## src/hdl/lbfs_pkg.sv

```systemverilog
// Package for the linked-block file store: sizes, codes and the structs
// that pass between the front end, the command engine and the result queue.
// Depends on nothing.
`default_nettype none
package lbfs_pkg;

  localparam int NUM_BLOCKS  = 64;
  localparam int MAX_ENTRIES = 32;
  localparam int KEY_BITS    = 32;

  localparam int BLK_W  = $clog2(NUM_BLOCKS);
  localparam int CNT_W  = $clog2(NUM_BLOCKS + 1);
  localparam int ENT_W  = (MAX_ENTRIES > 1) ? $clog2(MAX_ENTRIES) : 1;
  localparam int ECNT_W = $clog2(MAX_ENTRIES + 1);
  localparam int LINK_W = 7;
  localparam logic [LINK_W-1:0] LINK_END = 7'h7F;

  typedef enum logic [1:0] {
    OP_CREATE = 2'd0,
    OP_READ   = 2'd1,
    OP_UPDATE = 2'd2,
    OP_DELETE = 2'd3
  } op_e;

  typedef enum logic [2:0] {
    ST_OK       = 3'd0,
    ST_FULL     = 3'd1,
    ST_NOMEM    = 3'd2,
    ST_NOTFOUND = 3'd3,
    ST_TOOLONG  = 3'd4,
    ST_EMPTY    = 3'd5
  } status_e;

  // Classified input beat.
  typedef enum logic [2:0] {
    K_STAGE,
    K_CREATE,
    K_UPDATE,
    K_READ,
    K_DELETE
  } kind_e;

  typedef enum logic [3:0] {
    S_IDLE,
    S_CRE_CHK,
    S_ALLOC,
    S_ALLOC_END,
    S_TBL_WR,
    S_LOOK_RD,
    S_LOOK_CMP,
    S_UPD_RD,
    S_UPD_WR,
    S_RD_RD,
    S_RD_WR,
    S_DEL_RD,
    S_DEL_WR,
    S_CMP_RD,
    S_CMP_WR,
    S_RESP
  } fsm_e;

  typedef struct packed {
    kind_e               kind;
    logic [KEY_BITS-1:0] key;
    logic [7:0]          ch;
    logic                ch_valid;
  } cmd_t;

  typedef struct packed {
    status_e    status;
    logic [5:0] start;
    logic [6:0] len;
    logic [5:0] idx;
    logic [7:0] ch;
    logic       last;
  } res_t;

  typedef struct packed {
    logic [KEY_BITS-1:0] key;
    logic [BLK_W-1:0]    start;
    logic [CNT_W-1:0]    len;
  } entry_t;

endpackage
`default_nettype wire

```

## src/hdl/lbfs_front.sv

```systemverilog
// Front end: accepts input beats, classifies them and holds them in a
// two-entry command queue for the engine. Depends on lbfs_pkg.
`default_nettype none
module lbfs_front (
  input  wire logic          clk_i,
  input  wire logic          rst_ni,
  input  wire logic          push_i,
  output logic               full_o,
  input  wire logic [1:0]    operation_i,
  input  wire logic [31:0]   file_key_i,
  input  wire logic [7:0]    data_char_i,
  input  wire logic          char_valid_i,
  input  wire logic          last_char_i,
  output logic               cmd_valid_o,
  input  wire logic          cmd_take_i,
  output lbfs_pkg::cmd_t     cmd_o
);
  import lbfs_pkg::*;

  cmd_t       q_mem [2];
  logic       wr_ptr_q, wr_ptr_d, rd_ptr_q, rd_ptr_d;
  logic [1:0] cnt_q, cnt_d;
  cmd_t       cmd_in;
  logic       wr_en, rd_en;

  // Decide what the beat asks of the engine.
  always_comb begin
    cmd_in.key      = file_key_i[KEY_BITS-1:0];
    cmd_in.ch       = data_char_i;
    cmd_in.ch_valid = char_valid_i;
    case (op_e'(operation_i))
      OP_READ:   cmd_in.kind = K_READ;
      OP_DELETE: cmd_in.kind = K_DELETE;
      OP_CREATE: cmd_in.kind = last_char_i ? K_CREATE : K_STAGE;
      OP_UPDATE: cmd_in.kind = last_char_i ? K_UPDATE : K_STAGE;
      default:   cmd_in.kind = K_STAGE;
    endcase
  end

  assign full_o      = (cnt_q == 2'd2);
  assign cmd_valid_o = (cnt_q != 2'd0);
  assign cmd_o       = q_mem[rd_ptr_q];
  assign wr_en       = push_i && !full_o;
  assign rd_en       = cmd_take_i && cmd_valid_o;

  // Pointer and fill count update.
  always_comb begin
    wr_ptr_d = wr_en ? !wr_ptr_q : wr_ptr_q;
    rd_ptr_d = rd_en ? !rd_ptr_q : rd_ptr_q;
    cnt_d    = cnt_q + {1'b0, wr_en} - {1'b0, rd_en};
  end

  always_ff @(posedge clk_i or negedge rst_ni) begin
    if (!rst_ni) begin
      wr_ptr_q <= 1'b0;
      rd_ptr_q <= 1'b0;
      cnt_q    <= 2'd0;
    end else begin
      wr_ptr_q <= wr_ptr_d;
      rd_ptr_q <= rd_ptr_d;
      cnt_q    <= cnt_d;
    end
  end

  always_ff @(posedge clk_i) begin
    if (wr_en) begin
      q_mem[wr_ptr_q] <= cmd_in;
    end
  end

endmodule
`default_nettype wire

```

## src/hdl/lbfs_rq.sv

```systemverilog
// Four-entry result queue between the engine and the result ports.
// Depends on lbfs_pkg.
`default_nettype none
module lbfs_rq (
  input  wire logic      clk_i,
  input  wire logic      rst_ni,
  input  wire logic      push_i,
  input  lbfs_pkg::res_t res_i,
  output logic           full_o,
  input  wire logic      pop_i,
  output logic           empty_o,
  output lbfs_pkg::res_t res_o
);
  import lbfs_pkg::*;

  res_t       q_mem [4];
  logic [1:0] wr_ptr_q, rd_ptr_q;
  logic [2:0] cnt_q, cnt_d;
  logic       wr_en, rd_en;

  assign full_o  = (cnt_q == 3'd4);
  assign empty_o = (cnt_q == 3'd0);
  assign res_o   = q_mem[rd_ptr_q];
  assign wr_en   = push_i && !full_o;
  assign rd_en   = pop_i && !empty_o;

  // Fill count follows pushes and pops.
  always_comb begin
    cnt_d = cnt_q + {2'd0, wr_en} - {2'd0, rd_en};
  end

  always_ff @(posedge clk_i or negedge rst_ni) begin
    if (!rst_ni) begin
      wr_ptr_q <= 2'd0;
      rd_ptr_q <= 2'd0;
      cnt_q    <= 3'd0;
    end else begin
      if (wr_en) wr_ptr_q <= wr_ptr_q + 2'd1;
      if (rd_en) rd_ptr_q <= rd_ptr_q + 2'd1;
      cnt_q <= cnt_d;
    end
  end

  always_ff @(posedge clk_i) begin
    if (wr_en) begin
      q_mem[wr_ptr_q] <= res_i;
    end
  end

endmodule
`default_nettype wire

```

## src/hdl/lbfs_back.sv

```systemverilog
// Command engine: staging buffer, block store, file table and the
// sequencer that walks chains and the table. Depends on lbfs_pkg.
`default_nettype none
module lbfs_back (
  input  wire logic      clk_i,
  input  wire logic      rst_ni,
  input  wire logic      cmd_valid_i,
  input  lbfs_pkg::cmd_t cmd_i,
  output logic           cmd_take_o,
  input  wire logic      rq_full_i,
  output logic           rq_push_o,
  output lbfs_pkg::res_t rq_res_o
);
  import lbfs_pkg::*;

  // Memories.
  logic [7:0]        stg_mem  [NUM_BLOCKS];
  logic [7:0]        data_mem [NUM_BLOCKS];
  logic [LINK_W-1:0] link_mem [NUM_BLOCKS];
  entry_t            ent_mem  [MAX_ENTRIES];

  fsm_e                state_q, state_d;
  kind_e               kind_q, kind_d;
  logic [KEY_BITS-1:0] key_q, key_d;
  logic [CNT_W-1:0]    stg_cnt_q, stg_cnt_d;
  logic                stg_ovf_q, stg_ovf_d;
  logic [CNT_W-1:0]    free_cnt_q, free_cnt_d;
  logic [ECNT_W-1:0]   ent_cnt_q, ent_cnt_d;
  logic [ECNT_W-1:0]   idx_q, idx_d;
  logic [LINK_W-1:0]   b_q, b_d;
  logic [CNT_W-1:0]    pos_q, pos_d;
  logic [BLK_W-1:0]    prev_q, prev_d, first_q, first_d, scan_q, scan_d;
  logic [BLK_W-1:0]    start_q, start_d;
  logic [CNT_W-1:0]    len_q, len_d;
  status_e             status_q, status_d;
  logic [NUM_BLOCKS-1:0] taken_q, taken_d;

  logic [7:0]        stg_rdata, data_rdata;
  logic [LINK_W-1:0] link_rdata;
  entry_t            ent_rdata;

  logic              stg_we;
  logic              dat_we;
  logic [BLK_W-1:0]  dat_waddr;
  logic [7:0]        dat_wdata;
  logic              lnk_we;
  logic [BLK_W-1:0]  lnk_waddr;
  logic [LINK_W-1:0] lnk_wdata;
  logic              ent_we;
  logic [ENT_W-1:0]  ent_waddr, ent_raddr;
  entry_t            ent_wdata;

  logic              stage_hit, key_hit, link_end, too_long, has_next;

  assign stage_hit = cmd_i.ch_valid &&
                     (cmd_i.kind == K_STAGE || cmd_i.kind == K_CREATE ||
                      cmd_i.kind == K_UPDATE);
  assign key_hit   = (ent_rdata.key == key_q);
  assign link_end  = (link_rdata >= LINK_W'(NUM_BLOCKS));
  assign too_long  = stg_ovf_q || (stg_cnt_q > ent_rdata.len);
  assign has_next  = ((idx_q + ECNT_W'(1)) < ent_cnt_q);

  // Next state.
  always_comb begin
    state_d = state_q;
    case (state_q)
      S_IDLE: begin
        if (cmd_valid_i) begin
          case (cmd_i.kind)
            K_CREATE: state_d = S_CRE_CHK;
            K_UPDATE, K_READ, K_DELETE: state_d = S_LOOK_RD;
            default:  state_d = S_IDLE;
          endcase
        end
      end
      S_CRE_CHK: begin
        if (ent_cnt_q >= ECNT_W'(MAX_ENTRIES) || stg_cnt_q == '0 || stg_ovf_q ||
            free_cnt_q < stg_cnt_q) begin
          state_d = S_RESP;
        end else begin
          state_d = S_ALLOC;
        end
      end
      S_ALLOC: begin
        if (!taken_q[scan_q] && (pos_q + CNT_W'(1)) == stg_cnt_q) state_d = S_ALLOC_END;
      end
      S_ALLOC_END: state_d = S_TBL_WR;
      S_TBL_WR:    state_d = S_RESP;
      S_LOOK_RD:   state_d = (idx_q >= ent_cnt_q) ? S_RESP : S_LOOK_CMP;
      S_LOOK_CMP: begin
        if (!key_hit) begin
          state_d = S_LOOK_RD;
        end else begin
          case (kind_q)
            K_UPDATE: state_d = too_long ? S_RESP : S_UPD_RD;
            K_READ:   state_d = S_RD_RD;
            K_DELETE: state_d = S_DEL_RD;
            default:  state_d = S_RESP;
          endcase
        end
      end
      S_UPD_RD: state_d = S_UPD_WR;
      S_UPD_WR: state_d = link_end ? S_RESP : S_UPD_RD;
      S_RD_RD:  state_d = S_RD_WR;
      S_RD_WR: begin
        if (!rq_full_i) state_d = link_end ? S_IDLE : S_RD_RD;
      end
      S_DEL_RD: state_d = S_DEL_WR;
      S_DEL_WR: state_d = link_end ? S_CMP_RD : S_DEL_RD;
      S_CMP_RD: state_d = has_next ? S_CMP_WR : S_RESP;
      S_CMP_WR: state_d = S_CMP_RD;
      S_RESP: begin
        if (!rq_full_i) state_d = S_IDLE;
      end
      default: state_d = S_IDLE;
    endcase
  end

  // Datapath, memory controls and results.
  always_comb begin
    kind_d     = kind_q;
    key_d      = key_q;
    stg_cnt_d  = stg_cnt_q;
    stg_ovf_d  = stg_ovf_q;
    free_cnt_d = free_cnt_q;
    ent_cnt_d  = ent_cnt_q;
    idx_d      = idx_q;
    b_d        = b_q;
    pos_d      = pos_q;
    prev_d     = prev_q;
    first_d    = first_q;
    scan_d     = scan_q;
    start_d    = start_q;
    len_d      = len_q;
    status_d   = status_q;
    taken_d    = taken_q;
    cmd_take_o = 1'b0;
    stg_we     = 1'b0;
    dat_we     = 1'b0;
    dat_waddr  = b_q[BLK_W-1:0];
    dat_wdata  = stg_rdata;
    lnk_we     = 1'b0;
    lnk_waddr  = prev_q;
    lnk_wdata  = LINK_END;
    ent_we     = 1'b0;
    ent_waddr  = idx_q[ENT_W-1:0];
    ent_wdata  = ent_rdata;
    ent_raddr  = idx_q[ENT_W-1:0];
    rq_push_o  = 1'b0;
    rq_res_o   = '{status: status_q, start: '0, len: '0, idx: '0, ch: '0, last: 1'b1};
    case (state_q)
      S_IDLE: begin
        if (cmd_valid_i) begin
          cmd_take_o = 1'b1;
          kind_d     = cmd_i.kind;
          key_d      = cmd_i.key;
          idx_d      = '0;
          pos_d      = '0;
          scan_d     = '0;
          if (stage_hit) begin
            if (stg_cnt_q < CNT_W'(NUM_BLOCKS)) begin
              stg_we    = 1'b1;
              stg_cnt_d = stg_cnt_q + CNT_W'(1);
            end else begin
              stg_ovf_d = 1'b1;
            end
          end
        end
      end
      S_CRE_CHK: begin
        if (ent_cnt_q >= ECNT_W'(MAX_ENTRIES)) status_d = ST_FULL;
        else if (stg_cnt_q == '0)              status_d = ST_EMPTY;
        else if (stg_ovf_q)                    status_d = ST_TOOLONG;
        else if (free_cnt_q < stg_cnt_q)       status_d = ST_NOMEM;
      end
      S_ALLOC: begin
        // Claim the lowest free block and link the previous one to it.
        if (!taken_q[scan_q]) begin
          dat_we          = 1'b1;
          dat_waddr       = scan_q;
          dat_wdata       = stg_rdata;
          taken_d[scan_q] = 1'b1;
          if (pos_q != '0) begin
            lnk_we    = 1'b1;
            lnk_waddr = prev_q;
            lnk_wdata = LINK_W'(scan_q);
          end else begin
            first_d = scan_q;
          end
          prev_d = scan_q;
          pos_d  = pos_q + CNT_W'(1);
        end
        scan_d = scan_q + BLK_W'(1);
      end
      S_ALLOC_END: begin
        lnk_we     = 1'b1;
        lnk_waddr  = prev_q;
        lnk_wdata  = LINK_END;
        free_cnt_d = free_cnt_q - stg_cnt_q;
      end
      S_TBL_WR: begin
        ent_we    = 1'b1;
        ent_waddr = ent_cnt_q[ENT_W-1:0];
        ent_wdata = '{key: key_q, start: first_q, len: stg_cnt_q};
        ent_cnt_d = ent_cnt_q + ECNT_W'(1);
        status_d  = ST_OK;
      end
      S_LOOK_RD: begin
        if (idx_q >= ent_cnt_q) status_d = ST_NOTFOUND;
      end
      S_LOOK_CMP: begin
        if (!key_hit) begin
          idx_d = idx_q + ECNT_W'(1);
        end else begin
          start_d  = ent_rdata.start;
          len_d    = ent_rdata.len;
          b_d      = LINK_W'(ent_rdata.start);
          pos_d    = '0;
          status_d = (kind_q == K_UPDATE && too_long) ? ST_TOOLONG : ST_OK;
        end
      end
      S_UPD_WR: begin
        // Rewrite one block: staged character or zero padding.
        dat_we    = 1'b1;
        dat_waddr = b_q[BLK_W-1:0];
        dat_wdata = (pos_q < stg_cnt_q) ? stg_rdata : 8'd0;
        pos_d     = pos_q + CNT_W'(1);
        b_d       = link_rdata;
      end
      S_RD_WR: begin
        if (!rq_full_i) begin
          rq_push_o = 1'b1;
          b_d       = link_rdata;
        end
        rq_res_o = '{status: ST_OK, start: 6'(start_q), len: 7'(len_q),
                     idx: 6'(b_q[BLK_W-1:0]), ch: data_rdata, last: link_end};
      end
      S_DEL_WR: begin
        taken_d[b_q[BLK_W-1:0]] = 1'b0;
        free_cnt_d = free_cnt_q + CNT_W'(1);
        b_d        = link_rdata;
      end
      S_CMP_RD: begin
        ent_raddr = ENT_W'(idx_q + ECNT_W'(1));
        if (!has_next) begin
          ent_cnt_d = ent_cnt_q - ECNT_W'(1);
          status_d  = ST_OK;
        end
      end
      S_CMP_WR: begin
        // Close the gap in the table one entry at a time.
        ent_we    = 1'b1;
        ent_waddr = idx_q[ENT_W-1:0];
        ent_wdata = ent_rdata;
        idx_d     = idx_q + ECNT_W'(1);
      end
      S_RESP: begin
        if (!rq_full_i) begin
          rq_push_o = 1'b1;
          if (kind_q == K_CREATE || kind_q == K_UPDATE) begin
            stg_cnt_d = '0;
            stg_ovf_d = 1'b0;
          end
        end
      end
      default: begin
      end
    endcase
  end

  always_ff @(posedge clk_i or negedge rst_ni) begin
    if (!rst_ni) begin
      state_q    <= S_IDLE;
      stg_cnt_q  <= '0;
      stg_ovf_q  <= 1'b0;
      free_cnt_q <= CNT_W'(NUM_BLOCKS);
      ent_cnt_q  <= '0;
      taken_q    <= '0;
      kind_q     <= K_STAGE;
      status_q   <= ST_OK;
    end else begin
      state_q    <= state_d;
      stg_cnt_q  <= stg_cnt_d;
      stg_ovf_q  <= stg_ovf_d;
      free_cnt_q <= free_cnt_d;
      ent_cnt_q  <= ent_cnt_d;
      taken_q    <= taken_d;
      kind_q     <= kind_d;
      status_q   <= status_d;
    end
  end

  // Payload registers.
  always_ff @(posedge clk_i) begin
    key_q   <= key_d;
    idx_q   <= idx_d;
    b_q     <= b_d;
    pos_q   <= pos_d;
    prev_q  <= prev_d;
    first_q <= first_d;
    scan_q  <= scan_d;
    start_q <= start_d;
    len_q   <= len_d;
  end

  // Memory ports, all reads registered.
  always_ff @(posedge clk_i) begin
    if (stg_we) stg_mem[stg_cnt_q[BLK_W-1:0]] <= cmd_i.ch;
    stg_rdata <= stg_mem[pos_d[BLK_W-1:0]];
  end

  always_ff @(posedge clk_i) begin
    if (dat_we) data_mem[dat_waddr] <= dat_wdata;
    data_rdata <= data_mem[b_q[BLK_W-1:0]];
  end

  always_ff @(posedge clk_i) begin
    if (lnk_we) link_mem[lnk_waddr] <= lnk_wdata;
    link_rdata <= link_mem[b_q[BLK_W-1:0]];
  end

  always_ff @(posedge clk_i) begin
    if (ent_we) ent_mem[ent_waddr] <= ent_wdata;
    ent_rdata <= ent_mem[ent_raddr];
  end

`ifndef SYNTH
  a_free_range: assert property (@(posedge clk_i) disable iff (!rst_ni)
    free_cnt_q <= CNT_W'(NUM_BLOCKS))
    else $error("free block count out of range");
  a_ent_range: assert property (@(posedge clk_i) disable iff (!rst_ni)
    ent_cnt_q <= ECNT_W'(MAX_ENTRIES))
    else $error("table count out of range");
  a_push_room: assert property (@(posedge clk_i) disable iff (!rst_ni)
    rq_push_o |-> !rq_full_i)
    else $error("result pushed into a full queue");
  a_alloc_room: assert property (@(posedge clk_i) disable iff (!rst_ni)
    (state_q == S_ALLOC) |-> (free_cnt_q >= stg_cnt_q))
    else $error("allocation started without enough free blocks");
  a_take_idle: assert property (@(posedge clk_i) disable iff (!rst_ni)
    cmd_take_o |-> (state_q == S_IDLE && cmd_valid_i))
    else $error("command taken while busy");
`endif

endmodule
`default_nettype wire

```

## src/hdl/linked_block_file_store_top.sv

```systemverilog
// Top level of the linked-block file store: front end, command engine and
// result queue. Depends on lbfs_pkg, lbfs_front, lbfs_back and lbfs_rq.
//
//   channel  | handshake          | beat
//   ---------+--------------------+---------------------------------------
//   input    | push_i / full_o    | operation, file_key, data_char, flags
//   result   | pop_i / empty_o    | status, block fields, last_result
//
// A character beat that does not end a command is staged in idle.
// Create checks its limits, scans blocks up to its last free block, ends
// the chain, writes the table entry and sends a status beat. Update, read
// and delete search the table and walk the chain; update and delete add a
// status beat, and delete moves later table entries down to close the gap.
// Reset needs no clearing pass: block state uses taken bits in flip-flops.
// Either side may stall; a two-beat input queue and a four-beat result
// queue decouple them.
`default_nettype none
module linked_block_file_store_top (
  input  wire logic        clk_i,
  input  wire logic        rst_ni,
  input  wire logic        push_i,
  output logic             full_o,
  input  wire logic [1:0]  operation_i,
  input  wire logic [31:0] file_key_i,
  input  wire logic [7:0]  data_char_i,
  input  wire logic        char_valid_i,
  input  wire logic        last_char_i,
  output logic             empty_o,
  input  wire logic        pop_i,
  output logic [2:0]       status_o,
  output logic [5:0]       start_block_o,
  output logic [6:0]       file_length_o,
  output logic [5:0]       block_index_o,
  output logic [7:0]       block_char_o,
  output logic             last_result_o
);
  import lbfs_pkg::*;

  cmd_t cmd;
  logic cmd_valid, cmd_take;
  res_t eng_res, out_res;
  logic rq_push, rq_full;

  lbfs_front u_front (
    .clk_i        (clk_i),
    .rst_ni       (rst_ni),
    .push_i       (push_i),
    .full_o       (full_o),
    .operation_i  (operation_i),
    .file_key_i   (file_key_i),
    .data_char_i  (data_char_i),
    .char_valid_i (char_valid_i),
    .last_char_i  (last_char_i),
    .cmd_valid_o  (cmd_valid),
    .cmd_take_i   (cmd_take),
    .cmd_o        (cmd)
  );

  lbfs_back u_back (
    .clk_i       (clk_i),
    .rst_ni      (rst_ni),
    .cmd_valid_i (cmd_valid),
    .cmd_i       (cmd),
    .cmd_take_o  (cmd_take),
    .rq_full_i   (rq_full),
    .rq_push_o   (rq_push),
    .rq_res_o    (eng_res)
  );

  lbfs_rq u_rq (
    .clk_i   (clk_i),
    .rst_ni  (rst_ni),
    .push_i  (rq_push),
    .res_i   (eng_res),
    .full_o  (rq_full),
    .pop_i   (pop_i),
    .empty_o (empty_o),
    .res_o   (out_res)
  );

  assign status_o      = out_res.status;
  assign start_block_o = out_res.start;
  assign file_length_o = out_res.len;
  assign block_index_o = out_res.idx;
  assign block_char_o  = out_res.ch;
  assign last_result_o = out_res.last;

endmodule
`default_nettype wire
```

## config.mk

```make
export PLATFORM = sky130hd
export DESIGN_NAME = linked_block_file_store_top
export DESIGN_NICKNAME = d
export VERILOG_FILES = /design/src/hdl/lbfs_pkg.sv /design/src/hdl/lbfs_front.sv /design/src/hdl/lbfs_rq.sv /design/src/hdl/lbfs_back.sv /design/src/hdl/linked_block_file_store_top.sv
export SDC_FILE = /design/constraint.sdc
export NUM_CORES = 2
export LEC_CHECK = 0
export BUFFER_PORTS_ARGS = -buffer_cell sky130_fd_sc_hd__buf_2
export CORE_ASPECT_RATIO = 0.5
export CORE_MARGIN = 2
export CORE_UTILIZATION = 40
export DETAILED_ROUTE_END_ITERATION = 6
export SLEW_MARGIN = 10
export SYNTH_ARGS = -nofsm -noshare
export SYNTH_HDL_FRONTEND = slang
export SYNTH_HIERARCHICAL = 1
export SYNTH_SLANG_ARGS = --single-unit
export TNS_END_PERCENT = 30
```

## constraint.sdc

```tcl
create_clock -name clk_i -period 5.25 [get_ports clk_i]
set_input_delay 0.2625 -clock clk_i [delete_from_list [all_inputs] [get_ports clk_i]]
set_output_delay 0.2625 -clock clk_i [all_outputs]
set_load 0.03 [all_outputs]
```

* After elaboration in Yosys (flattened, before gate mapping)
Memory sizes are Yosys's and may differ from the RTL's. A register that Yosys moved wholly into a read port is not among the register bits.
Cells that the tools add are included.
** Word-level totals
- Register bits :: 188
- Logic and storage cells :: 259
- Bits in read-only memories :: 0
- RAM bits :: 3124
- Memories kept :: 6
- Output and inout port bits :: 33
- Input port bits :: 48
- Latch bits :: 0
** Cells by class
- Divide/modulo/power cells :: 0
- Mux-type cells :: 98
- Add/sub/neg operators :: 14
- Eq/ne operators :: 44
- Order comparisons :: 12
- Bitwise gates (word level) :: 5
- $mul :: 0
- Reduce and logical (&&, ||, !) cells :: 56
- Shift-type cells :: 0
** Memory list
- u_back.ent_mem :: words 32, bits a word 45, rd ports 1, clocked after memory_dff 1, wr ports 1, line lbfs_back.sv:20 : entry_t ent_mem [MAX_ENTRIES];
- u_back.data_mem :: words 64, bits a word 8, rd ports 1, clocked after memory_dff 1, wr ports 1, line lbfs_back.sv:18 : logic [7:0] data_mem [NUM_BLOCKS];
- u_back.stg_mem :: words 64, bits a word 8, rd ports 1, clocked after memory_dff 1, wr ports 1, line lbfs_back.sv:17 : logic [7:0] stg_mem [NUM_BLOCKS];
- u_back.link_mem :: words 64, bits a word 7, rd ports 1, clocked after memory_dff 1, wr ports 1, line lbfs_back.sv:19 : logic [LINK_W-1:0] link_mem [NUM_BLOCKS];
- u_rq.q_mem :: words 4, bits a word 31, rd ports 1, clocked after memory_dff 0, wr ports 1, line lbfs_rq.sv:16 : res_t q_mem [4];
- u_front.q_mem :: words 2, bits a word 44, rd ports 1, clocked after memory_dff 0, wr ports 1, line lbfs_front.sv:20 : cmd_t q_mem [2];
** Operators by type and width (number)
- 64-bit case mux with 2 select lines :: 1
- 7-bit two-way mux :: 11
- 64-bit AND :: 1
- 64-bit two-way mux :: 1
- 64-bit inverter :: 1
- 64-bit OR :: 1
- 4-bit case mux with 16 select lines :: 1
- 45-bit two-way mux :: 1
- 6-bit two-way mux :: 7
- 4-bit two-way mux :: 10
- 6-bit case mux with 3 select lines :: 2
- 1-bit two-way mux :: 34
- 32-bit == test :: 1
- 4-bit == test (second input constant) :: 8
- 31-bit two-way mux :: 1
- 7-bit case mux with 2 select lines :: 2
- 7-bit case mux with 4 select lines :: 1
- 3-bit two-way mux :: 9
- 6-bit case mux with 2 select lines :: 2
- 7-bit by 1-bit adder with 7-bit output (second input constant) :: 3
- 6-bit by 1-bit adder with 6-bit output (second input constant) :: 3
- 4-bit by 3-bit == test with 1-bit output (second input constant) :: 4
- 8-bit two-way mux :: 2
- 3-bit case mux with 5 select lines :: 1
- other kinds (55) :: 121

* Logic depth before layout (Yosys ltp)
An unclocked memory read counts as a cell.
- Depth after elaboration :: 10
- Mapped depth :: 18
- Depth with buffers taken out :: 13

* Hierarchy
Netlist, hierarchy kept.
** By module, submodules not included
- lbfs_back :: seq. area each 93586.0 um2, area an instance 122144.6 um2, cells an instance 6463, times used 1
- lbfs_rq :: seq. area each 3898.7 um2, area an instance 4988.5 um2, cells an instance 203, times used 1
- lbfs_front :: seq. area each 2742.6 um2, area an instance 3570.9 um2, cells an instance 161, times used 1

* Worst setup path after synthesis
Ideal clock, no wire load.
- Path kind :: register to register
- Start point :: register u_back.state_q[2]
- End point :: memory u_back/ent_mem[28][0] in the netlist's numbering, enable pin
- Path buffers :: 3
- Stages on the path, launching flop included :: 10
- Data arrival time :: 4.153 ns
- Path slack :: 0.649 ns
- Library setup time :: 0.448 ns
- Period minus slack after synthesis :: 4.601 ns
- Required time :: 4.802 ns
- Cell sequence :: dfrtp_1 clkbuf_1 clkbuf_1 nand2_1 nor3_1 clkbuf_1 nand3_1 o21ai_0 nand2_1 nor2_1
** On the way
- Longest elaborated chain between the ends :: 5
- Elaborated cells between the ends (all ways) :: 7
- Classes of those cells :: 2 x eq/ne; 4 x mux; 1 x reduce/logical
** Ends and longest elaborated chain
- start, declared :: line lbfs_back.sv:22 : fsm_e state_q, state_d;
- start signal, assigned :: line lbfs_back.sv:282 : state_q <= state_d;
- 4-bit == test or 4-bit by 3-bit == test with 1-bit output (tied branches) :: line lbfs_back.sv:151 : case (state_q)
- 2-bit OR reduction (no line)
- 1-bit two-way mux :: line lbfs_back.sv:151
- 1-bit two-way mux :: line lbfs_back.sv:323 : if (ent_we) ent_mem[ent_waddr] <= ent_wdata;
- 1-bit two-way mux (not written as such) :: line lbfs_back.sv:323
- end, declared :: line lbfs_back.sv:20
Parallel ways exist; a longest one is shown, timed or not.

* Worst setup path after layout
- Start point :: register u_back.key_q[22]
- End point :: register u_back.stg_rdata[1], read port of u_back.stg_mem
** On the way
- Longest elaborated chain between the ends :: 3
** Ends and longest elaborated chain
- start, declared :: line lbfs_back.sv:24 : logic [KEY_BITS-1:0] key_q, key_d;
- start signal, assigned :: line lbfs_back.sv:295 : key_q <= key_d;
- 32-bit == test :: line lbfs_back.sv:58 : assign key_hit = (ent_rdata.key == key_q);
- 7-bit two-way mux :: line lbfs_back.sv:212 : if (!key_hit) begin
- 7-bit case mux with 4 select lines :: line lbfs_back.sv:151
- end, declared :: line lbfs_back.sv:38 : logic [7:0] stg_rdata, data_rdata;
Every way passes these cells. The select of a mux whose other input is x is not followed.
A chain may end at the register's enable or synchronous reset.

==> summary.md <==
| Metric | Value |
|---|---|
| CTS tree | `yes` |
| Fill count | `27,330` |
| Synthesized flop and latch total | `approximately 3,400` |
| Area enclosed by the die boundary | `between 0.3 and 0.4 mm^2` |
| Worst endpoint data arrival time | `~5.9 ns` |
| TritonCTS sink count | `3,380` |
| Total routing resource utilization after global routing | `0.2000` |
| Slack of the worst reg-to-reg path | `around 0.17 ns` |
| Post-synth design cell area | `0.1307 mm^2` |
| Comb pwr share | `0.291` |
| Smallest setup slack after layout | `0.1690 ns` |
| Internal cell power | `56.60 mW` |
| Power share of the sequential group | `0.431` |
| First drt pass iteration count | `7` |
| Power per standard cell area | `556.2 mW/mm^2` |
| Max VDD drop | `0.0003862 V` |
| Synth cell types | `87` |
| Fin nets | `7,265` |
| Post-detailed-route via-to-cell ratio | `5.848` |
| Remaining max-slew budget at the tightest pin | `0.1638` |
| Setup tns final | `0 ns` |
| Depth of the CTS H-tree | `5` |
| Total wire length | `338.9 mm` |
| GP Congestion | `approximately 0.84` |
| Number of buffers between clock root and the deepest sink | `4` |
| Vias in the first global route | `67,060` |
| Number of antenna violations at the first check in global routing | `8` |
| Fraction of power spent switching nets | `0.3163` |
| Clock input transition at the sequential cells of the worst setup and hold paths | `0.06 ns` |
| Worst-margin pin slew | `1.250 ns` |
| Floorplan die width | `812.4 um` |
| Number of placed instances with taps included | `11,150` |
| Area growth syn-to-layout | `13.87%` |
| Number of vias after detailed routing | `68,790` |
| Status | `finished, violations left` |
| Global route total overflow | `0` |
| Hold wc startpoint | `file_key_i[3]` |
| Clock latency reported for the late side of the worst-skew pair | `0.91 ns` |
| Hold path cells | `2` |
| Minimum clock period | `5.081 ns` |
| Quantity of gates resized following cts | `0` |
| Pin count of the biggest net entering global routing | `115` |
| Reg-to-reg startpoint | `u_back/key_q[22]$_DFFE_PP_` |
| Routed wire per std cell | `28.81 um` |
| Syn. warnings | `6` |
| Starting DRT DRC Count | `8,070` |
| Root Buffer Master | `sky130_fd_sc_hd__clkbuf_16` |
| Type of origin of the critical path | `flip-flop` |
| Post-placement setup slack | `roughly 0.23 ns` |
| Type of the setup path with the least slack | `flip-flop to flip-flop` |
| Wire length of the first global-routing pass | `489.5 mm` |
| Clock group share of total power | `0.278` |
| Total clock buffers created by CTS | `310` |
| Crit path max fanout | `65` |
| Core area | `0.3252 mm^2` |
| Max-slew violation count | `0` |
| Highest layer used for signal routing | `met5` |
| Power dissipated by switching net loads | `between 20 and 30 mW` |
| Final Hold Viols | `0` |
| Number of enable flip-flop cells after synthesis | `3,200` |
| Post-Syn Nets | `6,930` |
| Violations in the final reports | `design-rule violations` |
| Met1 wire length | `146.8 mm` |
| Count of placed standard cells in the final layout, fillers left out | `11,760` |
| Port bufs | `80` |
| Post-Synthesis Cells | `approximately 7,000` |
| R2r worst-path depth | `13` |
| Wire length on met2 | `between 150 and 200 mm` |
| P_leak | `roughly 47 nW` |
| Highest clock rate | `between 150 and 200 MHz` |
| Avg Synthesized Cell Area | `19.15 um^2` |
| Path type of the worst min-delay path | `primary input to flip-flop` |
| Total met3 wirelength after detailed routing | `24.65 mm` |
| Setup Viol. Count Final | `0` |
| Vertical extent of the die | `between 400 and 500 um` |
| DRC violation count after routing | `1` |
| Number of top-level pins | `81` |
| Required time worst endpoint | `6.04 ns` |
| Diodes inserted | `0` |
| Terminus of the critical flop-to-flop path | `u_back/stg_rdata[1]$_DFF_P_` |
| Portion of the post-synthesis area used by sequential elements | `0.7668` |
| Hold EP | `u_front/q_mem[0][12]$_DFFE_PP_` |
| Crit end category | `flip-flop` |
| Share of flip-flops with an asynchronous set or reset after synthesis | `0.03136` |
| Total half-perimeter wirelength after legalization and detailed placement | `192.4 mm` |
| Initial Util | `0.4020` |
| Top_reg_cell synth | `sky130_fd_sc_hd__edfxtp_1` |
| Unrepaired setup endpoints after global routing | `no` |
| Antenna-violating nets left | `0` |
| Tcrit/Tclk final | `0.9678` |
| Total number of placement rows | `148` |
| Count of maximum capacitance violations | `0` |
| Fraction of final layout cells with drive strength greater than 1 | `0.2133` |
| Worst clock skew on the final layout | `0.09813 ns` |
## layer usage
layer  vias to the layer above  GRT usage
li1                      28830          -
met1                     36640     0.2963
met2                      2868     0.3161
met3                       453    0.02791
met4                         2    0.04593
met5                         -          0
## final cells by class
cell class	count	area, um^2	share of cell area
Timing Repair Buffer	407	3613	0.02428
Sequential cell	3380	100200	0.6735
Multi-Input combinational cell	3007	29150	0.1958
Tap cell	4350	5443	0.03657
Clock inverter	156	1632	0.01096
Inverter	56	220.2	0.001480
Clock buffer	407	8543	0.05740
## cell usage after synthesis (44+ instances only)
cell | number | area [um^2]
sky130_fd_sc_hd__a21oi_1 | 108 | 540.5
sky130_fd_sc_hd__a221oi_1 | 170 | 1489
sky130_fd_sc_hd__a22o_1 | 82 | 718.2
sky130_fd_sc_hd__a22oi_1 | 222 | 1667
sky130_fd_sc_hd__a31oi_1 | 175 | 1095
sky130_fd_sc_hd__buf_2 | 79 | 395.4
sky130_fd_sc_hd__clkbuf_1 | 243 | 912.1
sky130_fd_sc_hd__dfrtp_1 | 105 | 2628
sky130_fd_sc_hd__dfxtp_1 | 74 | 1481
sky130_fd_sc_hd__edfxtp_1 | 3200 | 96090
sky130_fd_sc_hd__ha_1 | 52 | 650.6
sky130_fd_sc_hd__inv_1 | 48 | 180.2
sky130_fd_sc_hd__mux2_2 | 119 | 1340
sky130_fd_sc_hd__mux2i_1 | 215 | 2152
sky130_fd_sc_hd__mux4_2 | 478 | 10770
sky130_fd_sc_hd__nand2_1 | 277 | 1040
sky130_fd_sc_hd__nand3_1 | 78 | 390.4
sky130_fd_sc_hd__nor2_1 | 279 | 1047
sky130_fd_sc_hd__nor2b_1 | 48 | 300.3
sky130_fd_sc_hd__nor4_1 | 50 | 312.8
sky130_fd_sc_hd__o21ai_0 | 205 | 1026
sky130_fd_sc_hd__xor2_1 | 44 | 385.4
## critical path, stage by stage, from the launching register on
cell and delay (ns):
sky130_fd_sc_hd__edfxtp_1 0.42, sky130_fd_sc_hd__xor2_1 0.25, sky130_fd_sc_hd__nor4_1 0.86, sky130_fd_sc_hd__nand4_1 0.26, sky130_fd_sc_hd__nor2_1 0.52, sky130_fd_sc_hd__o221a_2 0.39, sky130_fd_sc_hd__nand2_2 0.22, sky130_fd_sc_hd__o21ai_4 0.28
sky130_fd_sc_hd__inv_8 0.13, sky130_fd_sc_hd__buf_12 0.24, sky130_fd_sc_hd__a221oi_1 0.44, sky130_fd_sc_hd__o21ai_0 0.24, sky130_fd_sc_hd__a32o_1 0.42, sky130_fd_sc_hd__a211oi_2 0.20
## state kept, by name, summed over array words and instances, names as in the netlist, 7 cells and up
name and cells:
u_back/ent_mem 1440, u_back/data_mem 512, u_back/stg_mem 512, u_back/link_mem 448, u_rq/q_mem 124, u_front/q_mem 88
u_back/taken_q 64, u_back/ent_rdata 45, u_back/key_q 32, u_back/data_rdata 8, u_back/stg_rdata 8, u_back/free_cnt_q 7
u_back/len_q 7, u_back/link_rdata 7, u_back/pos_q 7, u_back/stg_cnt_q 7
## layout by cell type, fill, tap and decap left out, types with 29 or more instances in the layout
cell type                       Yosys  routed
sky130_fd_sc_hd__clkinv_2           0      53
sky130_fd_sc_hd__inv_1             48      46
sky130_fd_sc_hd__buf_2             79      79
sky130_fd_sc_hd__ha_1              52      52
sky130_fd_sc_hd__nand2b_1          33      29
sky130_fd_sc_hd__mux4_2           478     478
sky130_fd_sc_hd__clkinv_1           3      47
sky130_fd_sc_hd__mux2i_1          215     214
sky130_fd_sc_hd__a21oi_1          108     108
sky130_fd_sc_hd__mux2_4            39      39
sky130_fd_sc_hd__dfrtp_1          105     103
sky130_fd_sc_hd__a31oi_1          175     174
sky130_fd_sc_hd__dlygate4sd3_1      0      49
sky130_fd_sc_hd__dfxtp_1           74      74
sky130_fd_sc_hd__a22oi_1          222     222
sky130_fd_sc_hd__a32oi_1           36      36
sky130_fd_sc_hd__nor2_1           279     241
sky130_fd_sc_hd__a222oi_1          31      31
sky130_fd_sc_hd__mux2_2           119     119
sky130_fd_sc_hd__and3_1            36      34
sky130_fd_sc_hd__nor2_4             0      37
sky130_fd_sc_hd__nor4_1            50      38
sky130_fd_sc_hd__xor2_1            44      43
sky130_fd_sc_hd__nand2_1          277     275
sky130_fd_sc_hd__bufinv_16          0      31
sky130_fd_sc_hd__buf_12             3      49
sky130_fd_sc_hd__a22o_1            82      82
sky130_fd_sc_hd__nor2b_1           48      39
sky130_fd_sc_hd__clkbuf_16          0     319
sky130_fd_sc_hd__buf_4             11     229
sky130_fd_sc_hd__clkbuf_1         243      65
sky130_fd_sc_hd__nand3_1           78      78
sky130_fd_sc_hd__edfxtp_1        3200    3200
sky130_fd_sc_hd__o21ai_0          205     199
sky130_fd_sc_hd__a221oi_1         170     170
## metrics by stage
stage | utilization | power [mW] | area [um^2] | hold slack, ns
after floorplan | - | 51.72 | 130700 | -0.03309
after global placement | 0.4247 | 60.20 | 138100 | 0.3169
after detailed placement | 0.4247 | 60.47 | 138100 | 0.3122
after CTS | 0.4576 | 83.42 | 148800 | 0.02804
after global routing | 0.4577 | 86.07 | 148800 | 0.06385
final | 0.4577 | 82.78 | 148800 | 0.09757
## cell families (layout without fill, tap and decap cells)
family / after synthesis / count (layout) / synth area share
DFF: 3380 / 3380 / 0.7668
and+or+nand+nor: 887 / 887 / 0.03127
muxes: 854 / 854 / 0.1142
buffers and inverters: 440 / 1026 / 0.01500
xor gates and xnor gates: 74 / 74 / 0.004959
adders and majority gates: 55 / 55 / 0.005437
AOI/OAI and AO/OA: 1137 / 1137 / 0.06234
## worst max-delay path by stage
stage	slack (ns)	start	end	cells after the start
CTS	0.19	u_back/key_q[22]$_DFFE_PP_	u_back/stg_rdata[4]$_DFF_P_	13
global route	0.06	u_back/key_q[22]$_DFFE_PP_	u_back/stg_rdata[2]$_DFF_P_	13
floorplan	0.65	u_back/state_q[2]$_DFFE_PN0P_	u_back/ent_mem[28][0]$_DFFE_PP_	9
global placement	0.22	u_back/key_q[22]$_DFFE_PP_	u_back/stg_rdata[4]$_DFF_P_	14
finish	0.17	u_back/key_q[22]$_DFFE_PP_	u_back/stg_rdata[1]$_DFF_P_	13
detailed placement	0.23	u_back/key_q[22]$_DFFE_PP_	u_back/stg_rdata[4]$_DFF_P_	13
## power groups by stage
stage | clock [mW] | sequential (mW) | combinational, mW
after global routing | 24.4 | 35.8 | 25.8
after floorplan | 0 | 35.7 | 16.1
after detailed placement | 0 | 36.3 | 24.2
after CTS | 23.4 | 35.7 | 24.3
final | 23.0 | 35.7 | 24.1
after global placement | 0 | 36.2 | 24.0
## repair_timing
| action | 4_1_cts | 5_1_grt |
|---|---|---|
| setup buffers | 0 | 0 |
| hold buffers | 50 | 0 |
| endpoints found under the hold margin | 137 | 0 |
No activity file was read; power rests on OpenSTA's default activity.
